[config.mk]
export PLATFORM = sky130hd
export DESIGN_NAME = json_entry_boundary_scanner
export DESIGN_NICKNAME = d
export VERILOG_FILES = /design/src/design/jebs_pkg.sv /design/src/design/json_entry_boundary_scanner.sv
export SDC_FILE = /design/constraint.sdc
export NUM_CORES = 1
export LEC_CHECK = 0
export BUFFER_PORTS_ARGS = -buffer_cell sky130_fd_sc_hd__buf_4
export CAP_MARGIN = 20
export CORE_MARGIN = 2
export CORE_UTILIZATION = 55
export CTS_BUF_LIST = sky130_fd_sc_hd__clkbuf_4
export DETAILED_ROUTE_END_ITERATION = 7
export GPL_TIMING_DRIVEN = 0
export HOLD_SLACK_MARGIN = 0.08
export PLACE_DENSITY = 0.71
export SETUP_SLACK_MARGIN = 0.15
export SLEW_MARGIN = 20
export SYNTH_ARGS = -nofsm -noshare
export SYNTH_HDL_FRONTEND = slang
export SYNTH_SLANG_ARGS = --single-unit
[constraint.sdc]
create_clock -name i_clk -period 5.64 [get_ports i_clk]
set_input_delay 0.282 -clock i_clk [delete_from_list [all_inputs] [get_ports i_clk]]
set_output_delay 0.282 -clock i_clk [all_outputs]
set_load 0.05 [all_outputs]
[src/design/jebs_pkg.sv]
// Package for the JSON entry boundary scanner: scan phases, result kinds,
// character codes and the result record shared by the scanner logic.
// No dependencies.
`timescale 1ns / 1ps

package jebs_pkg;

    // Default sizing
    localparam int MAX_DEPTH_DEF     = 15;
    localparam int POSITION_BITS_DEF = 16;

    // Output field widths
    localparam int KIND_BITS   = 2;
    localparam int OFFSET_BITS = 16;
    localparam int NUMBER_BITS = 16;

    // Result queue sizing
    localparam int FIFO_DEPTH = 4;
    localparam int FIFO_AW    = $clog2(FIFO_DEPTH);

    // Character codes
    localparam logic [7:0] CH_LBRACE  = 8'h7B;
    localparam logic [7:0] CH_LBRACK  = 8'h5B;
    localparam logic [7:0] CH_COMMA   = 8'h2C;
    localparam logic [7:0] CH_RBRACE  = 8'h7D;
    localparam logic [7:0] CH_RBRACK  = 8'h5D;
    localparam logic [7:0] CH_QUOTE   = 8'h22;
    localparam logic [7:0] CH_BSLASH  = 8'h5C;
    localparam logic [7:0] CH_SPACE   = 8'h20;
    localparam logic [7:0] CH_TAB     = 8'h09;
    localparam logic [7:0] CH_CR      = 8'h0D;
    localparam logic [7:0] CH_NUL     = 8'h00;

    typedef enum logic [2:0] {
        PH_OPEN        = 3'd0,
        PH_LEAD        = 3'd1,
        PH_SCAN        = 3'd2,
        PH_AWAIT_COMMA = 3'd3,
        PH_AFTER_COMMA = 3'd4,
        PH_DONE        = 3'd5
    } t_phase;

    typedef enum logic [1:0] {
        EV_NONE     = 2'd0,
        EV_FINISH   = 2'd1,
        EV_OVERFLOW = 2'd2
    } t_event;

    typedef enum logic [KIND_BITS-1:0] {
        KIND_ENTRY    = 2'd0,
        KIND_FINISH   = 2'd1,
        KIND_OVERFLOW = 2'd2
    } t_kind;

    typedef struct packed {
        t_kind                  kind;
        logic [OFFSET_BITS-1:0] offset;
        logic [NUMBER_BITS-1:0] number;
        logic                   last;
    } t_result;

    function automatic logic is_ws(input logic [7:0] c);
        return (c == CH_SPACE) || ((c >= CH_TAB) && (c <= CH_CR));
    endfunction

endpackage

[src/design/json_entry_boundary_scanner.sv]
// Top level of the JSON entry boundary scanner: per-byte scan state, result
// builder and a four-entry result queue toward the output stream.
// Depends on jebs_pkg.
`timescale 1ns / 1ps

// Channel     Dir  Beat contents (low bit first)
// s_axis      in   tdata[7:0] text_byte, tlast end_of_text
// m_axis      out  tdata[15:0] entry_offset, tdata[31:16] entry_number,
//                  tuser[1:0] result_kind, tlast last_of_run
//
// One input byte is taken per cycle while s_axis tready is high. A byte yields
// zero, one or two results; the output side drains one per cycle while m_axis
// tready is high, from a four-entry queue, so bytes with two results are paced
// by the output port. s_axis tready is low while fewer than two queue slots are
// free. i_rst_n is synchronous, active low; it empties the queue and returns
// the scan to the state that expects the opening bracket at offset zero.
module json_entry_boundary_scanner
    import jebs_pkg::*;
#(
    parameter int MAX_DEPTH     = MAX_DEPTH_DEF,
    parameter int POSITION_BITS = POSITION_BITS_DEF
) (
    input  logic                               i_clk,
    input  logic                               i_rst_n,
    // s_axis: tdata = text_byte[7:0]
    input  logic                               i_s_axis_tvalid,
    output logic                               o_s_axis_tready,
    input  logic [7:0]                         i_s_axis_tdata,
    input  logic                               i_s_axis_tlast,
    // m_axis: tdata = entry_offset[15:0], entry_number[31:16]
    output logic                               o_m_axis_tvalid,
    input  logic                               i_m_axis_tready,
    output logic [OFFSET_BITS+NUMBER_BITS-1:0] o_m_axis_tdata,
    // m_axis: tuser = result_kind[1:0]
    output logic [KIND_BITS-1:0]               o_m_axis_tuser,
    output logic                               o_m_axis_tlast
);

    localparam int DEPTH_BITS = $clog2(MAX_DEPTH + 1);
    localparam logic [DEPTH_BITS-1:0] DEPTH_MAX = DEPTH_BITS'(MAX_DEPTH);
    localparam logic [DEPTH_BITS-1:0] DEPTH_ONE = DEPTH_BITS'(1);
    localparam logic [NUMBER_BITS-1:0] COUNT_SAT = '1;

    // Scan state
    t_phase                   r_phase,   n_phase;
    logic                     r_in_str,  n_in_str;
    logic                     r_esc,     n_esc;
    logic [DEPTH_BITS-1:0]    r_brace,   n_brace;
    logic [DEPTH_BITS-1:0]    r_bracket, n_bracket;
    logic [NUMBER_BITS-1:0]   r_entries, n_entries;
    logic [POSITION_BITS-1:0] r_pos;

    // Result queue
    t_result                  r_fifo [FIFO_DEPTH];
    logic [FIFO_AW-1:0]       r_head;
    logic [FIFO_AW-1:0]       r_tail;
    logic [FIFO_AW:0]         r_count;

    logic                     w_in_acc;
    logic                     w_out_acc;
    logic [7:0]               w_c;
    logic                     w_start;
    t_event                   w_event;
    logic                     w_do_scan;
    logic [31:0]              w_pos_ext;
    logic [1:0]               w_nres;
    t_result                  w_res0;
    t_result                  w_res1;
    t_result                  w_ev_res;
    t_result                  w_tail_res;
    logic                     w_tail_fin;
    logic [FIFO_AW-1:0]       w_tail1;

    assign w_in_acc  = i_s_axis_tvalid && o_s_axis_tready;
    assign w_out_acc = o_m_axis_tvalid && i_m_axis_tready;
    assign w_c       = i_s_axis_tdata;
    assign w_pos_ext = 32'(r_pos);
    assign w_tail1   = r_tail + FIFO_AW'(1);

    // Next scan state for the byte on the input
    always_comb begin
        n_phase   = r_phase;
        n_in_str  = r_in_str;
        n_esc     = r_esc;
        n_brace   = r_brace;
        n_bracket = r_bracket;
        n_entries = r_entries;
        w_start   = 1'b0;
        w_event   = EV_NONE;
        w_do_scan = 1'b0;

        if (r_phase != PH_DONE) begin
            if (w_c == CH_NUL) begin
                w_event = EV_FINISH;
            end else begin
                unique case (r_phase)
                    PH_OPEN: begin
                        if ((w_c == CH_LBRACE) || (w_c == CH_LBRACK)) begin
                            n_phase = PH_LEAD;
                        end else begin
                            w_event = EV_FINISH;
                        end
                    end
                    PH_LEAD, PH_AFTER_COMMA: begin
                        if (!is_ws(w_c)) begin
                            if ((w_c == CH_RBRACE) || (w_c == CH_RBRACK) ||
                                ((r_phase == PH_LEAD) && (w_c == CH_COMMA))) begin
                                w_event = EV_FINISH;
                            end else begin
                                w_start   = 1'b1;
                                n_entries = (r_entries != COUNT_SAT) ?
                                            r_entries + NUMBER_BITS'(1) : r_entries;
                                n_phase   = PH_SCAN;
                                w_do_scan = 1'b1;
                            end
                        end
                    end
                    PH_SCAN: begin
                        w_do_scan = 1'b1;
                    end
                    PH_AWAIT_COMMA: begin
                        if (!is_ws(w_c)) begin
                            if (w_c == CH_COMMA) begin
                                n_phase = PH_AFTER_COMMA;
                            end else begin
                                w_event = EV_FINISH;
                            end
                        end
                    end
                    default: begin
                        w_event = EV_FINISH;
                    end
                endcase

                // Track strings, escapes and nesting inside an entry
                if (w_do_scan) begin
                    if (r_in_str) begin
                        if (r_esc) begin
                            n_esc = 1'b0;
                        end else if (w_c == CH_BSLASH) begin
                            n_esc = 1'b1;
                        end else if (w_c == CH_QUOTE) begin
                            n_in_str = 1'b0;
                        end
                    end else begin
                        unique case (w_c)
                            CH_QUOTE:  n_in_str = 1'b1;
                            CH_BSLASH: w_event  = EV_FINISH;
                            CH_LBRACE: begin
                                if (r_brace >= DEPTH_MAX) begin
                                    w_event = EV_OVERFLOW;
                                end else begin
                                    n_brace = r_brace + DEPTH_ONE;
                                end
                            end
                            CH_LBRACK: begin
                                if (r_bracket >= DEPTH_MAX) begin
                                    w_event = EV_OVERFLOW;
                                end else begin
                                    n_bracket = r_bracket + DEPTH_ONE;
                                end
                            end
                            CH_COMMA: begin
                                if ((r_brace == '0) && (r_bracket == '0)) begin
                                    n_phase = PH_AFTER_COMMA;
                                end
                            end
                            CH_RBRACE: begin
                                if (r_brace == '0) begin
                                    w_event = EV_FINISH;
                                end else begin
                                    n_brace = r_brace - DEPTH_ONE;
                                    if ((r_brace == DEPTH_ONE) && (r_bracket == '0)) begin
                                        n_phase = PH_AWAIT_COMMA;
                                    end
                                end
                            end
                            CH_RBRACK: begin
                                if (r_bracket == '0) begin
                                    w_event = EV_FINISH;
                                end else begin
                                    n_bracket = r_bracket - DEPTH_ONE;
                                    if ((r_bracket == DEPTH_ONE) && (r_brace == '0)) begin
                                        n_phase = PH_AWAIT_COMMA;
                                    end
                                end
                            end
                            default: ;
                        endcase
                    end
                end
            end

            if (w_event != EV_NONE) begin
                n_phase = PH_DONE;
            end
        end
    end

    // Build the results caused by this byte
    always_comb begin
        w_tail_fin = i_s_axis_tlast && (n_phase != PH_DONE);

        w_ev_res.kind   = (w_event == EV_OVERFLOW) ? KIND_OVERFLOW : KIND_FINISH;
        w_ev_res.offset = '0;
        w_ev_res.number = n_entries;
        w_ev_res.last   = 1'b1;

        w_tail_res.kind   = KIND_FINISH;
        w_tail_res.offset = '0;
        w_tail_res.number = n_entries;
        w_tail_res.last   = 1'b1;

        w_res0.kind   = KIND_ENTRY;
        w_res0.offset = w_pos_ext[OFFSET_BITS-1:0];
        w_res0.number = r_entries;
        w_res0.last   = 1'b1;
        w_res1        = w_tail_res;
        w_nres        = 2'd0;

        if (w_start) begin
            if (w_event != EV_NONE) begin
                w_res0.last = 1'b0;
                w_res1      = w_ev_res;
                w_nres      = 2'd2;
            end else if (w_tail_fin) begin
                w_res0.last = 1'b0;
                w_nres      = 2'd2;
            end else begin
                w_nres = 2'd1;
            end
        end else if (w_event != EV_NONE) begin
            w_res0 = w_ev_res;
            w_nres = 2'd1;
        end else if (w_tail_fin) begin
            w_res0 = w_tail_res;
            w_nres = 2'd1;
        end
    end

    // Advance scan state on each accepted beat; end of text restarts the scan
    always_ff @(posedge i_clk) begin
        if (!i_rst_n) begin
            r_phase   <= PH_OPEN;
            r_in_str  <= 1'b0;
            r_esc     <= 1'b0;
            r_brace   <= '0;
            r_bracket <= '0;
            r_entries <= '0;
            r_pos     <= '0;
        end else if (w_in_acc) begin
            if (i_s_axis_tlast) begin
                r_phase   <= PH_OPEN;
                r_in_str  <= 1'b0;
                r_esc     <= 1'b0;
                r_brace   <= '0;
                r_bracket <= '0;
                r_entries <= '0;
                r_pos     <= '0;
            end else begin
                r_phase   <= n_phase;
                r_in_str  <= n_in_str;
                r_esc     <= n_esc;
                r_brace   <= n_brace;
                r_bracket <= n_bracket;
                r_entries <= n_entries;
                r_pos     <= r_pos + POSITION_BITS'(1);
            end
        end
    end

    // Queue pointers and fill count
    always_ff @(posedge i_clk) begin
        if (!i_rst_n) begin
            r_head  <= '0;
            r_tail  <= '0;
            r_count <= '0;
        end else begin
            if (w_out_acc) begin
                r_head <= r_head + FIFO_AW'(1);
            end
            if (w_in_acc) begin
                r_tail <= r_tail + FIFO_AW'(w_nres);
            end
            r_count <= r_count
                     + ((w_in_acc) ? (FIFO_AW + 1)'(w_nres) : '0)
                     - ((w_out_acc) ? (FIFO_AW + 1)'(1) : '0);
        end
    end

    // Hold results in the queue slots
    always_ff @(posedge i_clk) begin
        for (int i = 0; i < FIFO_DEPTH; i++) begin
            if (w_in_acc && (w_nres != 2'd0) && (r_tail == FIFO_AW'(i))) begin
                r_fifo[i] <= w_res0;
            end else if (w_in_acc && (w_nres == 2'd2) && (w_tail1 == FIFO_AW'(i))) begin
                r_fifo[i] <= w_res1;
            end
        end
    end

    // Drive the ports
    assign o_s_axis_tready = (r_count <= (FIFO_AW + 1)'(FIFO_DEPTH - 2));
    assign o_m_axis_tvalid = (r_count != '0);
    assign o_m_axis_tdata  = {r_fifo[r_head].number, r_fifo[r_head].offset};
    assign o_m_axis_tuser  = r_fifo[r_head].kind;
    assign o_m_axis_tlast  = r_fifo[r_head].last;

`ifndef ASSERT_OFF
    a_count_bound: assert property (@(posedge i_clk) disable iff (!i_rst_n)
        r_count <= (FIFO_AW + 1)'(FIFO_DEPTH))
        else $error("result queue overfilled");

    a_depth_bound: assert property (@(posedge i_clk) disable iff (!i_rst_n)
        (r_brace <= DEPTH_MAX) && (r_bracket <= DEPTH_MAX))
        else $error("nesting depth beyond bound");

    a_restart: assert property (@(posedge i_clk) disable iff (!i_rst_n)
        (w_in_acc && i_s_axis_tlast) |=> (r_phase == PH_OPEN) && (r_pos == '0))
        else $error("scan did not restart after end of text");

    a_done_silent: assert property (@(posedge i_clk) disable iff (!i_rst_n)
        (w_in_acc && (r_phase == PH_DONE) && !i_s_axis_tlast) |=>
            (r_count <= $past(r_count)))
        else $error("finished scan produced a result");

    a_overflow_last: assert property (@(posedge i_clk) disable iff (!i_rst_n)
        (o_m_axis_tvalid && (o_m_axis_tuser == KIND_OVERFLOW)) |-> o_m_axis_tlast)
        else $error("overflow result not final for its byte");
`endif

endmodule

==> flow_results.org, run 1 <==
** Timing
- Between clock sinks in the finished design, the worst skew comes to 17.5 ps.
- Worst hold slack :: 125 ps
- The final-report hold violation count came to 0.
- The count of final max-slew check failures came to 0.
- Derived from the worst setup path, the maximum achievable clock frequency is 218 MHz.
- Final worst-path cycle share :: roughly 82%
- Setup repair after global routing left no endpoint under its margin.
- Setup violations, final :: 0
- In this run the tightest slew margin relative to its limit is 36.4%.
- Time the worst path needs with I/O delays and setup :: roughly 4600 ps
- Setup WS post-layout :: between 1000 and 1500 ps
- Actual slew at the worst max-slew pin :: 953 ps

** Detailed routing
- Across all layers, the routed design uses about 7,600 vias.
- In this run the remaining antenna-violating nets after routing total 0.
- TritonRoute pass-1 iters :: 8
- Dividing the detail-routed via count by the number of cells gives 6.18.
- Total Wirelength :: 24,800 um
- After detailed routing, the average wire length per cell comes to between 20 and 25 um.
- Number of design-rule violations left by the first detailed-router iteration :: roughly 820
- After detailed routing, the number of remaining DRC violations is 0.

** Die
- The total area inside the core boundary comes to 0.0180 mm^2.
- Pin placement for this block handled 50 I/O pins.
- The die is approximately 140 um tall.
- In this run the horizontal extent of the chip is about 140 um.
- Std-Cell Rows :: 49
- Initial standard-cell utilization of the core :: a little under three fifths
- The die covers 0.0195 mm^2.

** Min path
- Type of the most critical hold path :: in2reg
- Min-Delay Startpoint :: i_s_axis_tlast

** Clock network
- Buffers added to address setup during post-CTS repair amount to 0.
- CTS saw 194 sinks.
- The root buffer cell chosen for the clock tree is sky130_fd_sc_hd__clkbuf_4.
- TritonCTS built the clock tree.
- Later-pin clock latency in the skew report :: around 600 ps
- Number of CTS-inserted buffers :: 17
- After clock tree synthesis, the clock-pin slew on the worst setup and hold paths is 160 ps.
- CTS Buffer Depth :: 2
- CTS H-tree depth :: 4

** Setup path
- The cell family contributing the most delay on the critical path is buffers and inverters.
- The slowest stage of the critical path is the sky130_fd_sc_hd__inv_1 cell.
- Required time at the endpoint of the critical path :: around 6000 ps
- For the worst setup path, the data arrival time is 4980 ps.
- CP bufs+invs :: 3
- Crit Path Category :: reg2reg
- For this run, the slowest stage of the critical path takes 650 ps.
- Reg2reg start :: r_phase[1]
- List of cells traversed by the critical path :: clkbuf_1, a211oi_1, o31ai_1, o211ai_1, nand2_1, and2_1, ha_1, nor2_1, and3_1, clkbuf_1, nor2_1, inv_1, o21ai_0, nor2_1
- The worst setup path is captured at a register.
- Among the stages of the critical path, the cell type that occurs most often is sky130_fd_sc_hd__nor2_1.
- Startpoint type of the worst setup path :: register
- Maximum net fanout on the critical path :: 20
- Launch point of the critical path :: r_phase[1]

** Yosys
- After synthesis, flip-flops and latches occupy 50.6% of the total area.
- Ys async rst share :: 0%
- The synthesized design contains roughly 120 enable-type register cells.
- Yosys warning total :: 0
- Synthesis produced a netlist with a net count of 950.
- Most instantiated flip-flop cell in the synthesis netlist :: sky130_fd_sc_hd__edfxtp_1
- A synthesized cell averages 11.0 um^2.
- Count of cell types in the netlist :: 76
- The synthesized netlist occupies a cell area of 0.0101 mm^2.
- Synth Instances :: 922
- Number of flip-flops and latches in the synthesized netlist :: 194

** GRT
- Total routing resource utilization after global routing :: 26.0%
- Final global-route overflow total :: 0
- The initial antenna violation count is 1.
- Entering global routing, the biggest net connects 25 pins.
- Via count of the first global-routing pass :: slightly above 7,000
- First-pass GRT wire length :: between 30,000 and 40,000 um

** Power
- Static power due to leakage :: about 4.0 nW
- In this run the power density over the cells is roughly 420 mW/mm^2.
- Total design power :: ~4.7 mW
- VDD sags by at most a little under 0.3 mV.

** Flow run
- Max Cap Viol :: 0

** Placed design
- Instance area after placement :: 0.0109 mm^2
- Final RePlAce weighted congestion :: 0.941
- Timing analysis after detailed placement gives a worst setup slack of 913 ps.
- The count of buffers added on input and output ports is 47.
- The wire-length estimate of the detail-placed layout is 17,300 um.
- Number of placed cells counting well taps :: 1,201

** Final layout
- Area Growth Syn to Fin :: 10.6%
- The layout has 1,493 filler cells.
- Most common library cell in the layout ignoring fill and taps :: sky130_fd_sc_hd__edfxtp_1
- Flip-flop and latch area :: 0.00511 mm^2
- In the layout the commonest cells are sky130_fd_sc_hd__edfxtp_1, sky130_fd_sc_hd__nand2_1, sky130_fd_sc_hd__dfxtp_1.
- Number of nets in the final layout :: 1,020
- Fraction of layout cells with a size suffix above 1 :: 16.3%
- Area of combinational cells with multiple inputs :: ~0.0046 mm^2
- Summed area of non-filler cells in the final layout :: between 0.01 and 0.015 mm^2
- Final Instance Count excl. Fillers :: 1,235

** Outcome
- Run status :: finished clean
==> stage by stage <==
step / util, % / TNS, ps
3_3_place_gp: 59.7 / -20000
5_1_grt: 62.1 / 0
6_report: 62.1 / 0
2_1_floorplan: - / 0
4_1_cts: 62.1 / 0
3_5_place_dp: 60.2 / 0
==> worst register-to-register path: stages, from the launching register on <==
cell and delay, ps:
sky130_fd_sc_hd__dfxtp_1 450, sky130_fd_sc_hd__clkbuf_1 370, sky130_fd_sc_hd__a211oi_1 90, sky130_fd_sc_hd__o31ai_1 580, sky130_fd_sc_hd__o211ai_1 290, sky130_fd_sc_hd__nand2_1 130, sky130_fd_sc_hd__and2_1 130, sky130_fd_sc_hd__ha_1 200
sky130_fd_sc_hd__nor2_1 80, sky130_fd_sc_hd__and3_1 210, sky130_fd_sc_hd__clkbuf_1 260, sky130_fd_sc_hd__nor2_1 630, sky130_fd_sc_hd__inv_1 660, sky130_fd_sc_hd__o21ai_0 250, sky130_fd_sc_hd__nor2_1 70
==> cell type report <==
type	instances	share of cell area (%)
Clock inverter	15	1.69
Tap cell	229	2.56
Antenna cell	1	0.0224
Timing Repair Buffer	51	3.85
Inverter	21	0.705
Sequential cell	194	45.7
Clock buffer	17	1.14
Buffer	75	3.06
Multi-Input combinational cell	632	41.2
==> report_power, final <==
part	leakage, nW	switching, mW	internal [mW]
logic	2.17	1.39	0.671
clock network	0.162	0.519	0.283
registers	1.68	0.0578	1.76
total	4.01	1.97	2.72
==> synthesized netlist by cell type, drive strengths merged, types with 4 or more instances <==
cell	instances	area share (%)
edfxtp	123	37
nand2	74	2.8
nor2	74	2.8
dfxtp	71	14
and3	59	3.6
clkbuf	56	2.1
a21oi	41	2.2
o21ai	38	1.9
mux4	35	7.8
xor2	29	2.5
xnor2	27	2.3
nand3	26	1.3
nor3	24	1.4
inv	20	0.74
buf	19	1.3
a31oi	17	1.2
and2	17	1.1
or3	17	1.1
a22o	16	1.4
ha	14	1.7
nand4	14	0.87
nor4	11	0.68
o22ai	9	0.56
a21o	8	0.59
a41oi	6	0.70
o31ai	6	0.45
mux2i	5	0.49
o21a	5	0.37
a21boi	4	0.30
nand2b	4	0.25
nor2b	4	0.25
o211ai	4	0.43
==> logic make-up after synthesis <==
kind of cell	Yosys count	synth area share, %
buf+inv	96	4.17
fa+ha+maj	15	1.93
flops	194	50.6
compound gates	173	11.9
xor+xnor	56	4.85
mux	43	8.62
simple gates	345	18.0
==> registers in the layout, indices dropped and copies added (netlist names), 3 cells and up, named ones only <==
signal	flops
r_bracket	4
r_entries	16
r_pos	16
r_brace	4
r_count	3
r_phase	3
r_fifo	140
==> final timing paths <==
path | end | slack (ps) | depth (start not counted)
max | r_fifo[2][14] | 1040 | 14
min | r_esc | 120 | 5
max reg2reg | r_fifo[2][14] | 1040 | 14
min reg2reg | r_fifo[2][22] | 500 | 1
==> metal layers <==
layer,global-route usage (%),routed length (um),vias up
met3,3.85,1740,49
met2,41.5,11800,328
li1,-,-,3586
met1,36.9,10700,3666
met4,8.68,508,0
met5,0,0,-
==> repair_timing <==
item	4_1_cts	5_1_grt
gates resized for setup	0	0
endpoints found under the setup margin	0	0
endpoints found under the hold margin	3	0
hold buffers	1	0
Power figures use the tool's default switching activity.
==> run 2: changes to the inputs <==
ABC_AREA = 1   (was unset)
clock period = 4.8 ns   (was 5.64 ns; I/O delays follow)
==> flow_results.org, run 2 <==
** Setup path
- Crit Path Category :: reg2reg
- By instance count, the cell type seen most on the critical path is sky130_fd_sc_hd__inv_1.
- Startpoint type of the worst setup path :: register
- Required time at the endpoint of the critical path :: 5100 ps (-920 ps)
- The number of buffer and inverter instances along the worst setup path was 7 (+4).
- On the critical path, the stage with the largest delay is an instance of sky130_fd_sc_hd__nor2_2.
- List of cells traversed by the critical path :: inv_1, ha_1, nand3_1, inv_1, nand2_1, nand3_1, nand4_1, nand3_2, nor2_2, nand2_2, nand2_4, ha_1, inv_1, nor2_1, inv_2, nor2_2, inv_1, clkbuf_1, o21ai_4, buf_16
- Cell type group with the largest total delay on the critical path :: simple AND/OR/NAND/NOR gates
- The arrival time of the worst setup path was 4610 ps (-370 ps).
- Critical path's largest stage delay :: 440 ps (-210 ps)
- Maximum net fanout on the critical path :: 21 (+5.0%)
- Endpoint class of the critical path :: register

** Final layout
- Number of nets in the final layout :: 1,283 (+26%)
- Max FFs per register :: 140 (unchanged)
- The top cell types in the final layout, fill and taps aside, are sky130_fd_sc_hd__nand2_1, sky130_fd_sc_hd__nor2_1, sky130_fd_sc_hd__o21ai_0.
- Summed area of non-filler cells in the final layout :: 0.0111 mm^2 (-0.72%)
- Flip-flop and latch area :: 0.00511 mm^2 (unchanged)
- Fraction of layout cells with a size suffix above 1 :: 13.2% (-3.1 points)
- The area of the multi-input gates was 0.00421 mm^2 (-8.7%).
- Most common library cell in the layout ignoring fill and taps :: sky130_fd_sc_hd__nand2_1
- Largest registers :: r_fifo: 140 flops, r_entries: 16 flops, r_pos: 16 flops
- Most flops, register :: r_fifo
- The final cell utilization of the core came to 62.3% (+0.19 points).
- The number of fill cells in the layout was 1,564 (+4.8%).
- Area Growth Syn to Fin :: 12.1%

** Yosys
- Number of flops mapped to enable cells by yosys :: 123 (unchanged)
- The synthesized area per cell came to 8.44 um^2 (-23%).
- The number of storage elements in the synthesis netlist came to 194 (unchanged).
- Portion of synthesized cell area occupied by the leading cell type :: 37.3% (+0.76 points)
- Ys async rst share :: 0% (unchanged)
- In the synthesized netlist the dominant register cell turns out to be sky130_fd_sc_hd__edfxtp_1.
- The number of instances in the synthesized netlist was 1,174 (+27%).
- Area contributors post-synth :: sky130_fd_sc_hd__edfxtp_1, sky130_fd_sc_hd__dfxtp_1, sky130_fd_sc_hd__nand2_1
- Cell Area, Synth :: 0.00991 mm^2 (-2.0%)
- The biggest area contributor in the post-synthesis netlist is sky130_fd_sc_hd__edfxtp_1.
- In the post-synthesis netlist, the cell with the most instances is sky130_fd_sc_hd__nand2_1.
- Count of cell types in the netlist :: 46 (-39%)
- The commonest cells after synthesis are sky130_fd_sc_hd__nand2_1, sky130_fd_sc_hd__nor2_1, sky130_fd_sc_hd__o21ai_0.
- Net count of the mapped netlist :: 1,202 (+27%)
- The count of yosys warnings during synthesis was 0 (unchanged).
- The sequential-to-total area share from yosys stat is 51.6% (+1.1 points).

** Die
- Io pins :: 50 (unchanged)
- The height of the chip came to 138 um (-1.0%).
- The starting density of the core was 55.6% (-0.58 points).
- The area enclosed by the die boundary came to 0.0191 mm^2 (-2.0%).
- The row count came to 49 (unchanged).
- The die span in x is 138 um (-1.0%).
- Std-Cell Core Area :: 0.0178 mm^2 (-1.0%)

** Detailed routing
- Total Wirelength :: 25,100 um (+1.2%)
- Number of design-rule violations left by the first detailed-router iteration :: 874 (+6.5%)
- WL/cell :: 16.7 um (-17%)
- Via density :: 5.67 (-8.2%)
- The detailed-route via count came to 8,492 (+11%).
- Detailed-route DRC error count :: 0 (unchanged)
- TritonRoute pass-1 iters :: 5 (-3)
- Count of antenna-violating nets left after detailed routing :: 0 (unchanged)

** Clock network
- The clock-pin slew reported for the worst setup and hold paths after clock tree synthesis was 150 ps (about the same).
- TritonCTS built the clock tree.
- Number of CTS-inserted buffers :: 17 (unchanged)
- CTS Buffer Depth :: 2 (unchanged)
- The clock insertion delay at the later pin of the skew report came to 590 ps (about the same).
- CTS H-tree depth :: 4 (unchanged)
- Clk sink count :: 194 (unchanged)
- The tree is rooted in a sky130_fd_sc_hd__clkbuf_4.

** Power
- The relative contribution of the clock network to total power was 18.1% (+1.0 points).
- The share of power burned in registers was 42.5% (+3.6 points).
- The maximum vdd drop came to 0.278 mV (-4.0%).
- The part of the total power dissipated in combinational logic came to 39.4% (-4.6 points).
- NetSw :: 1.99 mW (+1.0%)
- Static power due to leakage :: 4.23 nW (+5.5%)
- The total chip power is 4.81 mW (+2.7%).
- Cell internal power dissipation :: 2.82 mW (+3.9%)
- Power per cell area :: 433 mW/mm^2 (+3.4%)
- The switching power share of the total is 41.3% (-0.69 points).

** Timing
- The final-report hold violation count came to 0 (unchanged).
- The pin slew with the least headroom to its limit is 707 ps (-245 ps).
- The post-route fraction of the period consumed by the critical path is 89.7% (+8.2 points).
- The minimum period implied by the final worst setup slack came to 4300 ps (-292 ps).
- Setup repair after global routing missed its margin :: false
- Fmax achieved :: 232 MHz (+6.8%)
- The post-route clock skew is 20.8 ps (+3.24 ps).
- Setup WS post-layout :: 495 ps (-548 ps)
- The count of endpoints failing setup in the final report came to 0 (unchanged).
- The worst hold slack came to 198 ps (+72.7 ps).
- Slew margin rel. :: 51.5% (+15 points)
- Final Max Slew Viols :: 0 (unchanged)

** GRT
- Pin count of the biggest net entering global routing :: 22 (-12%)
- Total routing resource utilization after global routing :: 26.5% (+0.56 points)
- First-pass GRT wire length :: 40,400 um (+2.2%)
- The global-route congestion overflow total came to 0 (unchanged).
- Initial antenna violation count :: 1 (unchanged)
- The via count of the first global-routing pass was 7,849 (+8.2%).

** Placed design
- The worst-case setup slack after placement is 217 ps (-696 ps).
- The post-DP HPWL was 18,200 um (+5.5%).
- Quantity of I/O buffers inserted on ports :: 49 (+4.3%)
- Instance area after placement :: 0.0107 mm^2 (-1.2%)
- The final estimated routing congestion in global placement came to 0.876 (-6.9%).

** Outcome
- Run status :: finished clean

** Min path
- The path class of the tightest hold or removal check is in2reg.

** Flow run
- Max Cap Viol :: 0 (unchanged)
-- run 2: through the flow --
stage | setup TNS (ps) | cells
3_5_place_dp | 0 | 1457
5_1_grt | 0 | 1498
6_report | 0 | 1498
4_1_cts | 0 | 1495
2_1_floorplan | -508 | 1174
3_3_place_gp | -204680 | 1452
-- run 2: worst reg2reg max path, cell delays in order, from the launching register on --
cell,delay (ps)
sky130_fd_sc_hd__dfxtp_1,420
sky130_fd_sc_hd__inv_1,120
sky130_fd_sc_hd__ha_1,230
sky130_fd_sc_hd__nand3_1,130
sky130_fd_sc_hd__inv_1,50
sky130_fd_sc_hd__nand2_1,80
sky130_fd_sc_hd__nand3_1,80
sky130_fd_sc_hd__nand4_1,120
sky130_fd_sc_hd__nand3_2,100
sky130_fd_sc_hd__nor2_2,190
sky130_fd_sc_hd__nand2_2,90
sky130_fd_sc_hd__nand2_4,110
sky130_fd_sc_hd__ha_1,290
sky130_fd_sc_hd__inv_1,110
sky130_fd_sc_hd__nor2_1,140
sky130_fd_sc_hd__inv_2,110
sky130_fd_sc_hd__nor2_2,440
sky130_fd_sc_hd__inv_1,280
sky130_fd_sc_hd__clkbuf_1,330
sky130_fd_sc_hd__o21ai_4,330
sky130_fd_sc_hd__buf_16,240
-- run 2: worst paths after layout --
| kind | from | to | slack [ps] | depth (start not counted) |
|---|---|---|---|---|
| max | r_bracket[0] | r_fifo[1][13] | 500 | 20 |
| min | i_s_axis_tdata[0] | r_in_str | 200 | 5 |
| max reg2reg | r_bracket[0] | r_fifo[1][13] | 500 | 20 |
| min reg2reg | r_fifo[2][22] | r_fifo[2][22] | 460 | 2 |
-- run 2: metal layers --
metal	track usage, %	up-vias	share of wire, %
li1	-	4176	-
met1	37.7	3911	44
met2	42.3	372	46
met3	4.81	33	8.8
met4	7.41	0	1.0
met5	0	-	0
-- run 2: area by class of cell --
cell class	count	share of cell area, %
Clock inverter	13	1.24
Antenna cell	1	0.0225
Sequential cell	194	46.1
Timing Repair Buffer	62	5.11
Multi-Input combinational cell	821	37.9
Tap cell	229	2.58
Buffer	54	2.23
Inverter	105	3.56
Clock buffer	19	1.28
-- run 2: power by group through the flow --
stage / clock, mW / combinational (mW) / sequential, mW
after floorplan: 0 / 1.28 / 2.08
after global placement: 0 / 1.79 / 2.11
after detailed placement: 0 / 1.88 / 2.08
after CTS: 0.873 / 1.89 / 2.04
after global routing: 0.934 / 2.03 / 2.06
final: 0.873 / 1.90 / 2.05
-- run 2: what timing repair did --
action,in CTS,in global routing
hold buffers,6,0
endpoints found under the hold margin,9,0
setup buffers,0,2
endpoints found under the setup margin,0,102
gates resized for setup,0,6
-- run 2: logic make-up (layout without fill, tap and decap cells) --
group,Yosys count,in the layout,synth area share (%)
simple gates,518,518,23.6
mux,2,2,0.202
flops,194,194,51.6
compound gates,278,278,15.5
fa+ha+maj,15,15,1.97
other cells,0,1,0
xor+xnor,8,8,0.707
buf+inv,159,253,6.49
==> run 3: changes to the inputs <==
==> constraint.sdc (replaced) <==
create_clock -name i_clk -period 4.8 [get_ports i_clk]
set_input_delay 1.2 -clock i_clk [delete_from_list [all_inputs] [get_ports i_clk]]
set_output_delay 1.2 -clock i_clk [all_outputs]
set_load 0.05 [all_outputs]
==> flow_results.org, run 3 (synthesis gave the netlist of run 2 again) <==
** Timing
- Layout Skew :: 14.5 ps (-6.27 ps)
- The count of endpoints failing setup in the final report came to 0 (unchanged).
- The post-route fraction of the period consumed by the critical path is 88.5% (-1.2 points).
- The final-report hold violation count came to 0 (unchanged).
- The minimum period implied by the final worst setup slack is 4250 ps (-56.0 ps).
- Actual slew at the worst max-slew pin :: 718 ps (+11.0 ps)
- The worst hold slack was 463 ps (+265 ps).
- Total negative slack :: 0 ps (unchanged)
- The count of final max-slew check failures came to 0 (unchanged).
- Setup repair after global routing left no endpoint under its margin.
- Slew margin rel. :: 50.8% (-0.75 points)
- The maximum clock frequency was 235 MHz (+1.3%).

** Final layout
- Max FFs per register :: 140 (unchanged)
- Area Growth Syn to Fin :: 12.1% (about the same)
- Flip-flop and latch area :: 0.00511 mm^2 (unchanged)
- Fraction of layout cells with a size suffix above 1 :: 13.7% (+0.49 points)
- Summed area of non-filler cells in the final layout :: 0.0111 mm^2 (about the same)
- The number of nets in the layout came to 1,281 (-0.16%).
- The top cell types in the final layout, fill and taps aside, are sky130_fd_sc_hd__nand2_1, sky130_fd_sc_hd__nor2_1, sky130_fd_sc_hd__o21ai_0.
- Largest registers :: r_fifo: 140 flops, r_entries: 16 flops, r_pos: 16 flops
- Leaving out fill and tap cells, the most frequent cell in the layout is sky130_fd_sc_hd__nand2_1.
- Area of combinational cells with multiple inputs :: 0.00422 mm^2 (+0.24%)
- r_fifo holds more flip-flops than any other register.
- The final cell utilization of the core was 62.3% (about the same).
- Layout filler cell count :: 1,575 (+0.70%)
- The number of standard cells in the final layout excluding fillers is 1,496 (-0.13%).

** Setup path
- CP max stage cell :: sky130_fd_sc_hd__clkbuf_1
- The maximum fanout along the worst path is 12 (-43%).
- STA classifies the critical path startpoint as an input port.
- Critical path's largest stage delay :: 310 ps (-130 ps)
- CP bufs+invs :: 8 (+1)
- By instance count, the cell type seen most on the critical path is sky130_fd_sc_hd__nand2_2.
- Cell type group with the largest total delay on the critical path :: simple AND/OR/NAND/NOR gates
- Crit Path Category :: in2reg
- The worst path required time is 5110 ps (about the same).
- List of cells traversed by the critical path :: buf_4, inv_1, nand2_1, nor2_4, nand2_2, nand2_2, nand2_2, nand3_2, nand2_2, nand4_1, nand3_2, nor2_2, nand2_2, nand2_4, ha_1, inv_1, nor2_1, inv_2, nor3_4, inv_1, clkbuf_1, o21ai_4, buf_8, buf_8
- Arrival @ worst endpoint :: 4550 ps (-60 ps)
- STA classifies the critical path endpoint as a register.

** GRT
- Total routing resource utilization after global routing :: 26.6% (+0.032 points)
- GR Util met2 :: 43.2% (+0.91 points)
- GR met3 Demand/Resource :: 5.26% (+0.45 points)
- The met1 track demand over resource came to 36.8% (-0.91 points).
- The pin count of the biggest net entering global routing was 20 (-9.1%).
- Initial antenna violation count :: 1 (unchanged)
- Final global-route overflow total :: 0 (unchanged)
- met2 is the most crowded layer.
- Via count of the first global-routing pass :: 7,848 (-0.013%)
- First-pass GRT wire length :: 40,300 um (-0.12%)

** Power
- The power per unit of standard cell area is 442 mW/mm^2 (+1.9%).
- Peak supply drop :: 0.260 mV (-6.3%)
- Static power due to leakage :: 4.22 nW (about the same)

** Clock network
- Clk sink count :: 194 (unchanged)
- The total clock buffers created by CTS is 17 (unchanged).
- Reg clk slew, reported paths :: 140 ps (about the same)
- CTS Buffer Depth :: 2 (unchanged)
- The cell sitting at the root of the clock tree is a sky130_fd_sc_hd__clkbuf_4.
- Number of hold buffers added after CTS :: 0 (-6)
- Later-pin clock latency in the skew report :: 580 ps (about the same)
- TritonCTS built the clock tree.
- The number of H-tree levels was 4 (unchanged).

** Die
- Std-Cell Rows :: 49 (unchanged)
- The area of the placeable core is 0.0178 mm^2 (unchanged).
- The number of primary I/O pins came to 50 (unchanged).
- The height of the chip was 138 um (unchanged).
- Die Wd :: 138 um (unchanged)
- The area enclosed by the die boundary was 0.0191 mm^2 (unchanged).
- Initial standard-cell utilization of the core :: 55.6% (unchanged)

** Flow run
- Max Cap Viol :: 0 (unchanged)

** Detailed routing
- The ratio of routed vias to standard cells was 5.67 (about the same).
- Total vias in the final route :: 8,488 (-0.047%)
- The final routed wirelength across all metal layers came to 25,300 um (+0.90%).
- WL/cell :: 16.9 um (+1.0%)
- Number of design-rule violations left by the first detailed-router iteration :: 782 (-11%)
- Detailed-route DRC error count :: 0 (unchanged)
- The number of nets with antenna violations after detailed routing is 0 (unchanged).
- TritonRoute pass-1 iters :: 5 (unchanged)

** Placed design
- Number of placed cells counting well taps :: 1,458 (+0.069%)
- Instance area after placement :: 0.0107 mm^2 (about the same)
- The final estimated routing congestion in global placement came to 0.865 (-1.2%).
- The total of buffers placed on input and output ports is 49 (unchanged).
- The post-DP HPWL was 18,500 um (+1.6%).

** Outcome
- Run status :: finished clean

** Min path
- The tightest min-delay check is of the reg2reg type.
[run 3: cell types whose count changed in the layout (fill, tap and decap cells not counted), moves of 3 or more]
cell	change
sky130_fd_sc_hd__buf_4	+3
sky130_fd_sc_hd__dlygate4sd3_1	-6
sky130_fd_sc_hd__buf_8	+3
sky130_fd_sc_hd__clkinv_4	-3
[run 3: path summary, 6_finish.rpt]
| path | start | end | slack [ps] | depth (start not counted) |
|---|---|---|---|---|
| worst min register to register | r_fifo[2][19] | r_fifo[2][19] | 460 | 2 |
| worst max-delay path | i_s_axis_tdata[7] | r_fifo[3][13] | 550 | 24 |
| worst max register to register | r_bracket[0] | r_fifo[3][13] | 870 | 21 |
| worst min-delay path | r_fifo[2][19] | r_fifo[2][19] | 460 | 2 |
[run 3: metal layers]
layer	vias to the layer above	wire (um)
li1	4172	-
met5	-	0
met4	0	425
met1	3944	10900
met3	42	2250
met2	330	11700
[run 3: through the flow]
step | setup slack [ps] | total power [mW]
finish | 551 | 4.91
detailed placement | -737 | 3.97
floorplan | 394 | 3.36
global route | 230 | 5.12
global placement | -890 | 3.88
CTS | -19.6 | 4.90
[run 3: where the power goes]
part / leakage [nW] / switching (mW) / internal, mW
clock network: 0.148 / 0.546 / 0.414
registers: 1.71 / 0.0683 / 1.98
logic: 2.36 / 1.37 / 0.531
[run 3: timing repair]
item	CTS	global route
hold endpoints to repair	0	0
resized for setup	1	11
setup buffers	0	5
setup endpoints to repair	54	132
pin swaps	0	1
[run 3: cell type report]
| type | count | area share [%] |
|---|---|---|
| flip-flops and latches | 194 | 46.0 |
| multi-input cells | 821 | 38.0 |
| repair buffers | 60 | 4.68 |
| inverters | 105 | 3.56 |
| well taps | 229 | 2.58 |
| plain buffers | 54 | 2.25 |
| clock inverters | 14 | 1.68 |
| clock buffers | 18 | 1.22 |
| diodes | 1 | 0.0225 |
[run 3: tightest hold or removal path: stages, from the launching register on]
cell and delay (ps):
sky130_fd_sc_hd__dfxtp_1 340, sky130_fd_sc_hd__nand2_1 60, sky130_fd_sc_hd__nand2_1 40
